$ cat config.mk
export PLATFORM = sky130hd
export DESIGN_NAME = glyph_batch_raster_blit_unit
export DESIGN_NICKNAME = d
export VERILOG_FILES = /design/src/hdl/gbb_pkg.sv /design/src/hdl/glyph_batch_raster_blit_unit.sv /design/src/hdl/gbb_front.sv /design/src/hdl/gbb_queue.sv /design/src/hdl/gbb_back.sv
export SDC_FILE = /design/constraint.sdc
export NUM_CORES = 2
export LEC_CHECK = 0
export ABC_CLOCK_PERIOD_IN_PS = 14650
export BUFFER_PORTS_ARGS = -buffer_cell sky130_fd_sc_hd__buf_2
export CAP_MARGIN = 20
export CORE_ASPECT_RATIO = 1.5
export CORE_MARGIN = 4
export CORE_UTILIZATION = 47
export CTS_CLUSTER_SIZE = 8
export DETAILED_ROUTE_END_ITERATION = 7
export GPL_TIMING_DRIVEN = 0
export PLACE_DENSITY = 0.74
export SYNTH_ARGS = -nofsm -noshare
export SYNTH_HDL_FRONTEND = slang
export SYNTH_SLANG_ARGS = --single-unit
$ cat constraint.sdc
create_clock -name i_clk -period 14.65 [get_ports i_clk]
set_input_delay 2.93 -clock i_clk [delete_from_list [all_inputs] [get_ports i_clk]]
set_output_delay 2.93 -clock i_clk [all_outputs]
set_load 0.05 [all_outputs]
$ cat src/hdl/gbb_pkg.sv
// Shared types, constants and helpers for the glyph batch blitter.
// No dependencies; used by every module of the block.
`timescale 1ns / 1ps

package gbb_pkg;

    localparam int MaxGlyphRows = 64;
    localparam int AddrBits     = 32;
    localparam int RowsW        = $clog2(MaxGlyphRows + 1);
    localparam logic [31:0] AddrMask = 32'((64'd1 << AddrBits) - 64'd1);

    // power of two, so the queue pointers wrap by themselves
    localparam int QueueDepth = 2;
    localparam int QPtrW      = $clog2(QueueDepth);
    localparam int QCntW      = $clog2(QueueDepth + 1);

    localparam logic [1:0] ActSetPen = 2'd0;
    localparam logic [1:0] ActGlyph  = 2'd1;
    localparam logic [1:0] ActRow    = 2'd2;

    localparam logic [3:0] OpClear  = 4'd0;
    localparam logic [3:0] OpNotSrc = 4'd3;
    localparam logic [3:0] OpInvert = 4'd5;
    localparam logic [3:0] OpSrc    = 4'd12;
    localparam logic [3:0] OpSet    = 4'd15;

    localparam logic [2:0] CfgLineBytes = 3'd0;
    localparam logic [2:0] CfgFrameBase = 3'd1;
    localparam logic [2:0] CfgOriginX   = 3'd2;
    localparam logic [2:0] CfgOriginY   = 3'd3;
    localparam logic [2:0] CfgRasterOp  = 3'd4;

    localparam logic KindStart = 1'b0;
    localparam logic KindRow   = 1'b1;

    // x and y are signed 17-bit pixel/line positions including the origin
    typedef struct packed {
        logic        kind;
        logic        skip;
        logic [3:0]  op;
        logic [16:0] x;
        logic [16:0] y;
        logic [4:0]  width;
        logic        last;
        logic [15:0] src;
        logic [31:0] dst;
    } t_cmd;

    typedef struct packed {
        logic full;
        logic avail;
    } t_q_status;

    function automatic logic op_supported(input logic [3:0] op);
        return (op == OpClear) || (op == OpNotSrc) || (op == OpInvert) ||
               (op == OpSrc) || (op == OpSet);
    endfunction

endpackage

$ cat src/hdl/glyph_batch_raster_blit_unit.sv
// Top level of the glyph batch blitter: config registers, front, queue, back.
// Depends on gbb_pkg, gbb_front, gbb_queue, gbb_back.
//
//   channel   handshake                 payload
//   input     i_valid / o_ready         i_action .. i_dest_word
//   output    o_valid / i_ready         o_kind .. o_last
//   config    i_cfg_we (no wait)        i_cfg_index, i_cfg_data
//
// One word per cycle sustained while the output is not stalled; an accepted word is
// queued at acceptance and taken from the queue by the back end into the output register.
// The back end does one multiply-add per glyph start and one merge per row.
// Reset is synchronous, active low; no clearing pass.
// A stalled output holds the back end; the two-entry queue then fills and
// drops o_ready.
`timescale 1ns / 1ps

module glyph_batch_raster_blit_unit (
    input  logic        i_clk,
    input  logic        i_rst_n,
    input  logic        i_cfg_we,
    input  logic [2:0]  i_cfg_index,
    input  logic [31:0] i_cfg_data,
    input  logic        i_valid,
    output logic        o_ready,
    input  logic [1:0]  i_action,
    input  logic [15:0] i_move_x,
    input  logic [15:0] i_move_y,
    input  logic [4:0]  i_glyph_width,
    input  logic [6:0]  i_glyph_height,
    input  logic        i_has_source,
    input  logic [15:0] i_source_row,
    input  logic [31:0] i_dest_word,
    output logic        o_valid,
    input  logic        i_ready,
    output logic        o_kind,
    output logic        o_skip,
    output logic [31:0] o_address,
    output logic [31:0] o_write_data,
    output logic        o_wide,
    output logic [31:0] o_next_address,
    output logic        o_last
);

    logic [15:0] r_line_bytes;
    logic [31:0] r_frame_base;
    logic [11:0] r_origin_x;
    logic [11:0] r_origin_y;
    logic [3:0]  r_raster_op;

    gbb_pkg::t_q_status w_qstat;
    gbb_pkg::t_cmd      w_push_cmd;
    gbb_pkg::t_cmd      w_head;
    logic               w_push;
    logic               w_pop;

    always_ff @(posedge i_clk) begin
        if (!i_rst_n) begin
            r_line_bytes <= 16'd128;
            r_frame_base <= '0;
            r_origin_x   <= '0;
            r_origin_y   <= '0;
            r_raster_op  <= gbb_pkg::OpClear;
        end else if (i_cfg_we) begin
            case (i_cfg_index)
                gbb_pkg::CfgLineBytes: r_line_bytes <= i_cfg_data[15:0];
                gbb_pkg::CfgFrameBase: r_frame_base <= i_cfg_data;
                gbb_pkg::CfgOriginX:   r_origin_x   <= i_cfg_data[11:0];
                gbb_pkg::CfgOriginY:   r_origin_y   <= i_cfg_data[11:0];
                gbb_pkg::CfgRasterOp:  r_raster_op  <= i_cfg_data[3:0];
                default: begin
                end
            endcase
        end
    end

    gbb_front u_front (
        .i_clk          (i_clk),
        .i_rst_n        (i_rst_n),
        .i_valid        (i_valid),
        .o_ready        (o_ready),
        .i_action       (i_action),
        .i_move_x       (i_move_x),
        .i_move_y       (i_move_y),
        .i_glyph_width  (i_glyph_width),
        .i_glyph_height (i_glyph_height),
        .i_has_source   (i_has_source),
        .i_source_row   (i_source_row),
        .i_dest_word    (i_dest_word),
        .i_origin_x     (r_origin_x),
        .i_origin_y     (r_origin_y),
        .i_raster_op    (r_raster_op),
        .i_qstat        (w_qstat),
        .o_push         (w_push),
        .o_cmd          (w_push_cmd)
    );

    gbb_queue u_queue (
        .i_clk   (i_clk),
        .i_rst_n (i_rst_n),
        .i_push  (w_push),
        .i_cmd   (w_push_cmd),
        .i_pop   (w_pop),
        .o_qstat (w_qstat),
        .o_head  (w_head)
    );

    gbb_back u_back (
        .i_clk          (i_clk),
        .i_rst_n        (i_rst_n),
        .i_qstat        (w_qstat),
        .i_head         (w_head),
        .o_pop          (w_pop),
        .i_line_bytes   (r_line_bytes),
        .i_frame_base   (r_frame_base),
        .o_valid        (o_valid),
        .i_ready        (i_ready),
        .o_kind         (o_kind),
        .o_skip         (o_skip),
        .o_address      (o_address),
        .o_write_data   (o_write_data),
        .o_wide         (o_wide),
        .o_next_address (o_next_address),
        .o_last         (o_last)
    );

    a_no_overflow: assert property (@(posedge i_clk) disable iff (!i_rst_n)
        w_push |-> !w_qstat.full)
        else $error("queue push while full");

    a_no_underflow: assert property (@(posedge i_clk) disable iff (!i_rst_n)
        w_pop |-> w_qstat.avail)
        else $error("queue pop while empty");

    a_narrow_upper: assert property (@(posedge i_clk) disable iff (!i_rst_n)
        (o_valid && o_kind && !o_wide) |-> (o_write_data[31:16] == 16'h0))
        else $error("narrow row write has upper bits set");

    a_start_next: assert property (@(posedge i_clk) disable iff (!i_rst_n)
        (o_valid && !o_kind) |-> (o_next_address == o_address && !o_last))
        else $error("glyph start answer malformed");

endmodule

$ cat src/hdl/gbb_front.sv
// Front end: accepts input words, tracks pen and open rows, queues commands.
// Depends on gbb_pkg.
`timescale 1ns / 1ps

module gbb_front (
    input  logic               i_clk,
    input  logic               i_rst_n,
    input  logic               i_valid,
    output logic               o_ready,
    input  logic [1:0]         i_action,
    input  logic [15:0]        i_move_x,
    input  logic [15:0]        i_move_y,
    input  logic [4:0]         i_glyph_width,
    input  logic [6:0]         i_glyph_height,
    input  logic               i_has_source,
    input  logic [15:0]        i_source_row,
    input  logic [31:0]        i_dest_word,
    input  logic [11:0]        i_origin_x,
    input  logic [11:0]        i_origin_y,
    input  logic [3:0]         i_raster_op,
    input  gbb_pkg::t_q_status i_qstat,
    output logic               o_push,
    output gbb_pkg::t_cmd      o_cmd
);

    logic [15:0]             r_pen_x;
    logic [15:0]             r_pen_y;
    logic [gbb_pkg::RowsW-1:0] r_rows_left;

    logic [15:0]             n_pen_x;
    logic [15:0]             n_pen_y;
    logic                    w_accept;
    logic                    w_skip;
    logic [4:0]              w_width;
    logic [gbb_pkg::RowsW-1:0] w_rows;

    assign o_ready  = !i_qstat.full;
    assign w_accept = i_valid && o_ready;
    assign n_pen_x  = r_pen_x + i_move_x;
    assign n_pen_y  = r_pen_y + i_move_y;

    assign w_skip = !gbb_pkg::op_supported(i_raster_op) || !i_has_source ||
                    (i_glyph_height == 7'd0);

    always_comb begin
        if (i_glyph_width == 5'd0) begin
            w_width = 5'd1;
        end else if (i_glyph_width > 5'd16) begin
            w_width = 5'd16;
        end else begin
            w_width = i_glyph_width;
        end
        if (32'(i_glyph_height) > gbb_pkg::MaxGlyphRows) begin
            w_rows = gbb_pkg::RowsW'(gbb_pkg::MaxGlyphRows);
        end else begin
            w_rows = gbb_pkg::RowsW'(i_glyph_height);
        end
    end

    always_comb begin
        o_cmd.kind  = (i_action == gbb_pkg::ActRow) ? gbb_pkg::KindRow : gbb_pkg::KindStart;
        o_cmd.skip  = w_skip;
        o_cmd.op    = i_raster_op;
        o_cmd.x     = {n_pen_x[15], n_pen_x} + {5'd0, i_origin_x};
        o_cmd.y     = {n_pen_y[15], n_pen_y} + {5'd0, i_origin_y};
        o_cmd.width = w_width;
        o_cmd.last  = (r_rows_left == gbb_pkg::RowsW'(1));
        o_cmd.src   = i_source_row;
        o_cmd.dst   = i_dest_word;
        case (i_action)
            gbb_pkg::ActGlyph: o_push = w_accept;
            gbb_pkg::ActRow:   o_push = w_accept && (r_rows_left != '0);
            default:           o_push = 1'b0;
        endcase
    end

    always_ff @(posedge i_clk) begin
        if (!i_rst_n) begin
            r_pen_x     <= '0;
            r_pen_y     <= '0;
            r_rows_left <= '0;
        end else if (w_accept) begin
            case (i_action)
                gbb_pkg::ActSetPen: begin
                    r_pen_x <= i_move_x;
                    r_pen_y <= i_move_y;
                end
                gbb_pkg::ActGlyph: begin
                    r_pen_x     <= n_pen_x;
                    r_pen_y     <= n_pen_y;
                    r_rows_left <= w_skip ? '0 : w_rows;
                end
                gbb_pkg::ActRow: begin
                    if (r_rows_left != '0) begin
                        r_rows_left <= r_rows_left - gbb_pkg::RowsW'(1);
                    end
                end
                default: begin
                end
            endcase
        end
    end

endmodule

$ cat src/hdl/gbb_queue.sv
// Short command queue between the front end and the raster back end.
// Depends on gbb_pkg.
`timescale 1ns / 1ps

module gbb_queue (
    input  logic               i_clk,
    input  logic               i_rst_n,
    input  logic               i_push,
    input  gbb_pkg::t_cmd      i_cmd,
    input  logic               i_pop,
    output gbb_pkg::t_q_status o_qstat,
    output gbb_pkg::t_cmd      o_head
);

    gbb_pkg::t_cmd             r_mem [gbb_pkg::QueueDepth];
    logic [gbb_pkg::QPtrW-1:0] r_wr_ptr;
    logic [gbb_pkg::QPtrW-1:0] r_rd_ptr;
    logic [gbb_pkg::QCntW-1:0] r_count;

    assign o_qstat.full  = (r_count == gbb_pkg::QCntW'(gbb_pkg::QueueDepth));
    assign o_qstat.avail = (r_count != '0);
    assign o_head        = r_mem[r_rd_ptr];

    always_ff @(posedge i_clk) begin
        if (i_push) begin
            r_mem[r_wr_ptr] <= i_cmd;
        end
    end

    always_ff @(posedge i_clk) begin
        if (!i_rst_n) begin
            r_wr_ptr <= '0;
            r_rd_ptr <= '0;
            r_count  <= '0;
        end else begin
            if (i_push) begin
                r_wr_ptr <= r_wr_ptr + gbb_pkg::QPtrW'(1);
            end
            if (i_pop) begin
                r_rd_ptr <= r_rd_ptr + gbb_pkg::QPtrW'(1);
            end
            case ({i_push, i_pop})
                2'b10:   r_count <= r_count + gbb_pkg::QCntW'(1);
                2'b01:   r_count <= r_count - gbb_pkg::QCntW'(1);
                default: r_count <= r_count;
            endcase
        end
    end

endmodule

$ cat src/hdl/gbb_back.sv
// Back end: address generation for glyph starts and row merges with the raster op.
// Depends on gbb_pkg; drives the registered output word.
`timescale 1ns / 1ps

module gbb_back (
    input  logic               i_clk,
    input  logic               i_rst_n,
    input  gbb_pkg::t_q_status i_qstat,
    input  gbb_pkg::t_cmd      i_head,
    output logic               o_pop,
    input  logic [15:0]        i_line_bytes,
    input  logic [31:0]        i_frame_base,
    output logic               o_valid,
    input  logic               i_ready,
    output logic               o_kind,
    output logic               o_skip,
    output logic [31:0]        o_address,
    output logic [31:0]        o_write_data,
    output logic               o_wide,
    output logic [31:0]        o_next_address,
    output logic               o_last
);

    logic [31:0] r_row_addr;
    logic [3:0]  r_skew;
    logic [4:0]  r_width;
    logic        r_wide;
    logic [3:0]  r_op;

    logic        r_valid;
    logic        r_kind;
    logic        r_skip;
    logic [31:0] r_addr;
    logic [31:0] r_data;
    logic        r_owide;
    logic [31:0] r_next;
    logic        r_last;

    logic signed [33:0] w_prod;
    logic signed [12:0] w_word;
    logic [31:0]        w_start_addr;
    logic [3:0]         w_skew;
    logic               w_start_wide;
    logic [31:0]        w_mask;
    logic [31:0]        w_src;
    logic [31:0]        w_dst;
    logic [31:0]        w_merge;
    logic [31:0]        w_row_next;

    assign o_pop = i_qstat.avail && (!r_valid || i_ready);

    // glyph start: frame_base + Y * line_bytes + 2 * floor(X / 16)
    assign w_prod       = $signed(i_head.y) * $signed({1'b0, i_line_bytes});
    assign w_word       = 13'($signed(i_head.x) >>> 4);
    assign w_skew       = i_head.x[3:0];
    assign w_start_addr = (i_frame_base + w_prod[31:0] + {{18{w_word[12]}}, w_word, 1'b0})
                          & gbb_pkg::AddrMask;
    assign w_start_wide = ({2'b0, w_skew} + {1'b0, i_head.width}) > 6'd16;

    always_comb begin
        if (r_wide) begin
            w_mask = (32'hFFFF_FFFF << (6'd32 - {1'b0, r_width})) >> r_skew;
            w_src  = {16'h0, i_head.src} << (5'd16 - {1'b0, r_skew});
            w_dst  = i_head.dst;
        end else begin
            w_mask = {16'h0, (16'hFFFF << (5'd16 - r_width)) >> r_skew};
            w_src  = {16'h0, i_head.src >> r_skew};
            w_dst  = {16'h0, i_head.dst[15:0]};
        end
        case (r_op)
            gbb_pkg::OpClear:  w_merge = w_dst & ~w_mask;
            gbb_pkg::OpNotSrc: w_merge = (w_dst | w_mask) ^ w_src;
            gbb_pkg::OpInvert: w_merge = w_dst ^ w_mask;
            gbb_pkg::OpSrc:    w_merge = (w_dst & ~w_mask) | w_src;
            default:           w_merge = w_dst | w_mask;
        endcase
    end

    assign w_row_next = (r_row_addr + {16'h0, i_line_bytes}) & gbb_pkg::AddrMask;

    always_ff @(posedge i_clk) begin
        if (!i_rst_n) begin
            r_row_addr <= '0;
            r_skew     <= '0;
            r_width    <= 5'd1;
            r_wide     <= 1'b0;
            r_op       <= gbb_pkg::OpClear;
            r_valid    <= 1'b0;
        end else if (o_pop) begin
            r_valid <= 1'b1;
            r_kind  <= i_head.kind;
            if (i_head.kind == gbb_pkg::KindStart) begin
                r_row_addr <= w_start_addr;
                r_skew     <= w_skew;
                r_width    <= i_head.width;
                r_wide     <= w_start_wide;
                r_op       <= i_head.op;
                r_skip     <= i_head.skip;
                r_addr     <= w_start_addr;
                r_data     <= '0;
                r_owide    <= w_start_wide;
                r_next     <= w_start_addr;
                r_last     <= 1'b0;
            end else begin
                r_row_addr <= w_row_next;
                r_skip     <= 1'b0;
                r_addr     <= r_row_addr;
                r_data     <= w_merge;
                r_owide    <= r_wide;
                r_next     <= w_row_next;
                r_last     <= i_head.last;
            end
        end else if (i_ready) begin
            r_valid <= 1'b0;
        end
    end

    assign o_valid        = r_valid;
    assign o_kind         = r_kind;
    assign o_skip         = r_skip;
    assign o_address      = r_addr;
    assign o_write_data   = r_data;
    assign o_wide         = r_owide;
    assign o_next_address = r_next;
    assign o_last         = r_last;

endmodule
==> results.tsv <==
stage	metric	value	unit
hold_path	worst hold path class	reg -> reg	
global_routing	GRT Total Usage	29.2	%
timing	Slew HR	22.5	%
drt	DR vias/cell	5.77	
placed_design	DP Wirelength	104000	um
power	P per Cell Area	178	mW/mm2
synthesis	yosys warns	0	
outcome	status	finished with violations	
synthesis	Unique masters post-synth	95	
floorplan	# rows	129	
synthesis	most frequent cell after synthesis	inv_1	
cells_and_area	share of post-route cells with drive strength above 1	10.9	%
timing	fin. max-slew vios	0	
clock_tree	CTS sink cnt	455	
drt	DRC violations left	1	
global_routing	grt total ovfl	0	
floorplan	Die Y	361	um
worst_setup_path	Critical-path top delay cell	clkbuf_1	
worst_setup_path	CP required	14.95	ns
synthesis	syn_area_per_cell	9.47	um2
synthesis	FFs w/ async S/R, synth	0	%
floorplan	Horiz. Die Dim	243	um
timing	Setup-failing EPs final	0	
placed_design	Area after DPL	0.0417	mm2
drt	WL/cell	23.5	um
clock_tree	hold-fix buffers at CTS	0	
worst_setup_path	critical path class	reg -> reg	
clock_tree	CTS tree	yes	
timing	final worst path period share	65.8	%
drt	Detailed Routing Iterations Pass 1	8	
cells_and_area	final net count	5143	
timing	Hold Vio Cnt, Final	0	
cells_and_area	# fillers	7448	
synthesis	post-synthesis sequential area ratio	30.8	%
clock_tree	later-pin clock latency in the skew report	0.65	ns
power	VDD IR max	111	uV
floorplan	CORE AREA	0.0823	mm2
global_routing	initial antenna violation count	7	
timing	RSZ-0062 raised after global routing	no	
floorplan	total die area	0.0876	mm2
worst_setup_path	Crit. End Element	flip-flop	
worst_setup_path	Crit path top cell by count	fa_1	
cells_and_area	Final Non-Filler Cells	5539	
worst_setup_path	Crit Path Max Fanout	14	
timing	final setup TNS	0	ns
timing	Max Fclk	104	MHz
clock_tree	CTS resizes	0	
cells_and_area	final non-filler cell area	0.0438	mm2
outcome	failing checks	DRC	
synthesis	Post-Syn Nets	4824	
global_routing	first-pass GRT wire length	195000	um
placed_design	DP Worst Slack	5.05	ns
worst_setup_path	Setup crit start kind	flip-flop	
synthesis	area leader, netlist	edfxtp_1	
clock_tree	Num CTS Buffers	68	
synthesis	EDFF count, synth	288	
synthesis	Seq cells post-synth	455	
floorplan	IO Count	237	
floorplan	Starting Density	47.3	%
drt	via count	32000	
global_routing	vias in the first global route	32800	
timing	setup ws final	5.01	ns
synthesis	Synth Cell Area	0.0389	mm2
drt	DRT antenna net count	0	
clock_tree	CTS root buffer	clkbuf_16	
placed_design	Final GP Congestion	1.03	
clock_tree	clk buf depth	3	
synthesis	Primary FF master, synth	edfxtp_1	
power	Pleak	18.5	nW
synthesis	top cell type's share of synthesized area	22.2	%
worst_setup_path	FF-to-FF path depth	29	
clock_tree	Clock transition at path regs	0.05	ns
placed_design	dpl cells	5411	
clock_tree	# H-tree levels	3	
job	max-cap viol count	0	
worst_setup_path	CP max stage delay	0.80	ns
placed_design	I/O Buffers	235	
timing	Post-Route Skew	0.0503	ns
clock_tree	post-CTS setup buffer count	0	
worst_setup_path	Critical Path AT	9.95	ns
synthesis	Post-synth top cells	519 x inv_1, 487 x nand2_1, 341 x fa_1	
timing	worst slew pin tran	1.16	ns
synthesis	Syn Inst Count	4114	
cells_and_area	Area Overhead vs Synth	12.4	%
hold_path	Worst Hold Depth	2	
drt	number of DRC markers in iteration 0	2440	
timing	fin crit period	9.64	ns
global_routing	largest net degree at the start of global routing	60	
synthesis	top post-synthesis cells by area	edfxtp_1 22%, fa_1 18%, dfxtp_1 8.6%	
drt	post-detailed-routing wire length	130000	um
==> cell usage in the layout (no fill, tap or decap), types with 10 or more instances in the layout <==
cell,count
nand2b_1,21
nor2_1,262
a211oi_1,57
ha_1,234
and2_1,195
a22oi_1,24
o31ai_1,12
a21o_1,42
or2_2,10
nor2b_1,38
buf_2,253
nor3_1,44
clkbuf_16,68
o22ai_1,19
dfxtp_1,167
inv_1,518
or3_1,21
xnor2_1,88
o21bai_1,10
xor2_1,46
a21oi_1,307
a31oi_1,26
mux2i_1,119
fa_1,341
mux4_2,25
clkbuf_1,202
o21ai_0,164
mux2_2,66
o21a_1,18
and3_1,17
o211ai_1,17
o221ai_1,13
edfxtp_1,288
nand2_1,487
buf_1,26
nand3_1,45
==> kinds of logic (layout without fill, tap and decap cells) <==
logic type | count (synthesis) | count (layout) | share of synthesized area, %
and+or+nand+nor | 1186 | 1186 | 14.1
AOI/OAI and AO/OA | 812 | 812 | 13.0
buffers and inverters | 735 | 1105 | 7.26
adders and majority gates | 576 | 576 | 25.1
DFF | 455 | 455 | 30.8
muxes | 216 | 216 | 6.74
xor gates and xnor gates | 134 | 134 | 3.01
other | 0 | 7 | 0
==> where the power goes <==
| part | leakage [nW] | internal (mW) | switching, mW | total (mW) |
|---|---|---|---|---|
| sequential | 4.00 | 1.66 | 0.123 | 1.79 |
| combinational | 13.5 | 1.42 | 3.07 | 4.49 |
| clock | 0.974 | 0.887 | 0.622 | 1.51 |
==> critical path, delay by kind of cell, from the launching register on <==
family                   cells  cell delay [ns]
adder cells (fa/ha/maj)      7             3.43
XOR/XNOR                     1             0.43
flip-flops                   1             0.32
AND/OR/NAND/NOR              2             0.33
buffers and inverters       11             2.85
AO/OA/AOI/OAI                6             1.25
multiplexers                 2             0.66
==> through the flow <==
step	util, %	hold slack [ns]	power [mW]
6_report	53.2	0.458	7.78
5_1_grt	53.2	0.480	8.20
2_1_floorplan	-	0.436	4.75
3_5_place_dp	50.7	0.451	6.20
4_1_cts	53.2	0.458	7.72
3_3_place_gp	50.3	0.445	6.14
==> sequential cells by signal, indices dropped and copies added (netlist names), 2 cells and up, named ones only <==
signal	flops
u_front.r_pen_x	16
u_back.r_op	4
u_queue.r_count	2
u_back.r_skew	4
r_line_bytes	16
u_back.r_width	5
r_origin_x	12
r_origin_y	12
u_front.r_pen_y	16
u_back.o_write_data	32
u_back.o_address	32
u_front.r_rows_left	7
r_raster_op	4
r_frame_base	32
u_back.r_row_addr	32
u_queue.r_mem	188
u_back.o_next_address	32
==> routing by layer <==
layer | share of wire (%) | track usage [%] | up-vias
met2 | 51 | 53.3 | 1353
met5 | 0.017 | 0 | -
met3 | 5.5 | 3.69 | 479
met4 | 9.4 | 22.4 | 4
li1 | - | - | 14500
met1 | 34 | 30.3 | 15600
==> cell type report <==
class	instances	area (um2)	area share (%)
flip-flops and latches	455	12000	27.4
well taps	1048	1310	2.99
clock buffers	111	1880	4.30
clock inverters	10	173	0.394
plain buffers	210	856	1.95
repair buffers	249	1430	3.26
diodes	7	17.5	0.0400
inverters	525	1970	4.51
multi-input cells	2924	24200	55.2
==> worst paths after layout <==
kind                          from  slack, ns                   endpoint
setup reg to reg         flip-flop       5.01  u_back.o_next_address[30]
setup / recovery         flip-flop       5.01  u_back.o_next_address[30]
hold / removal    r_frame_base[30]       0.46           r_frame_base[30]
hold reg to reg   r_frame_base[30]       0.46           r_frame_base[30]
No activity file was read; power rests on OpenSTA's default activity.
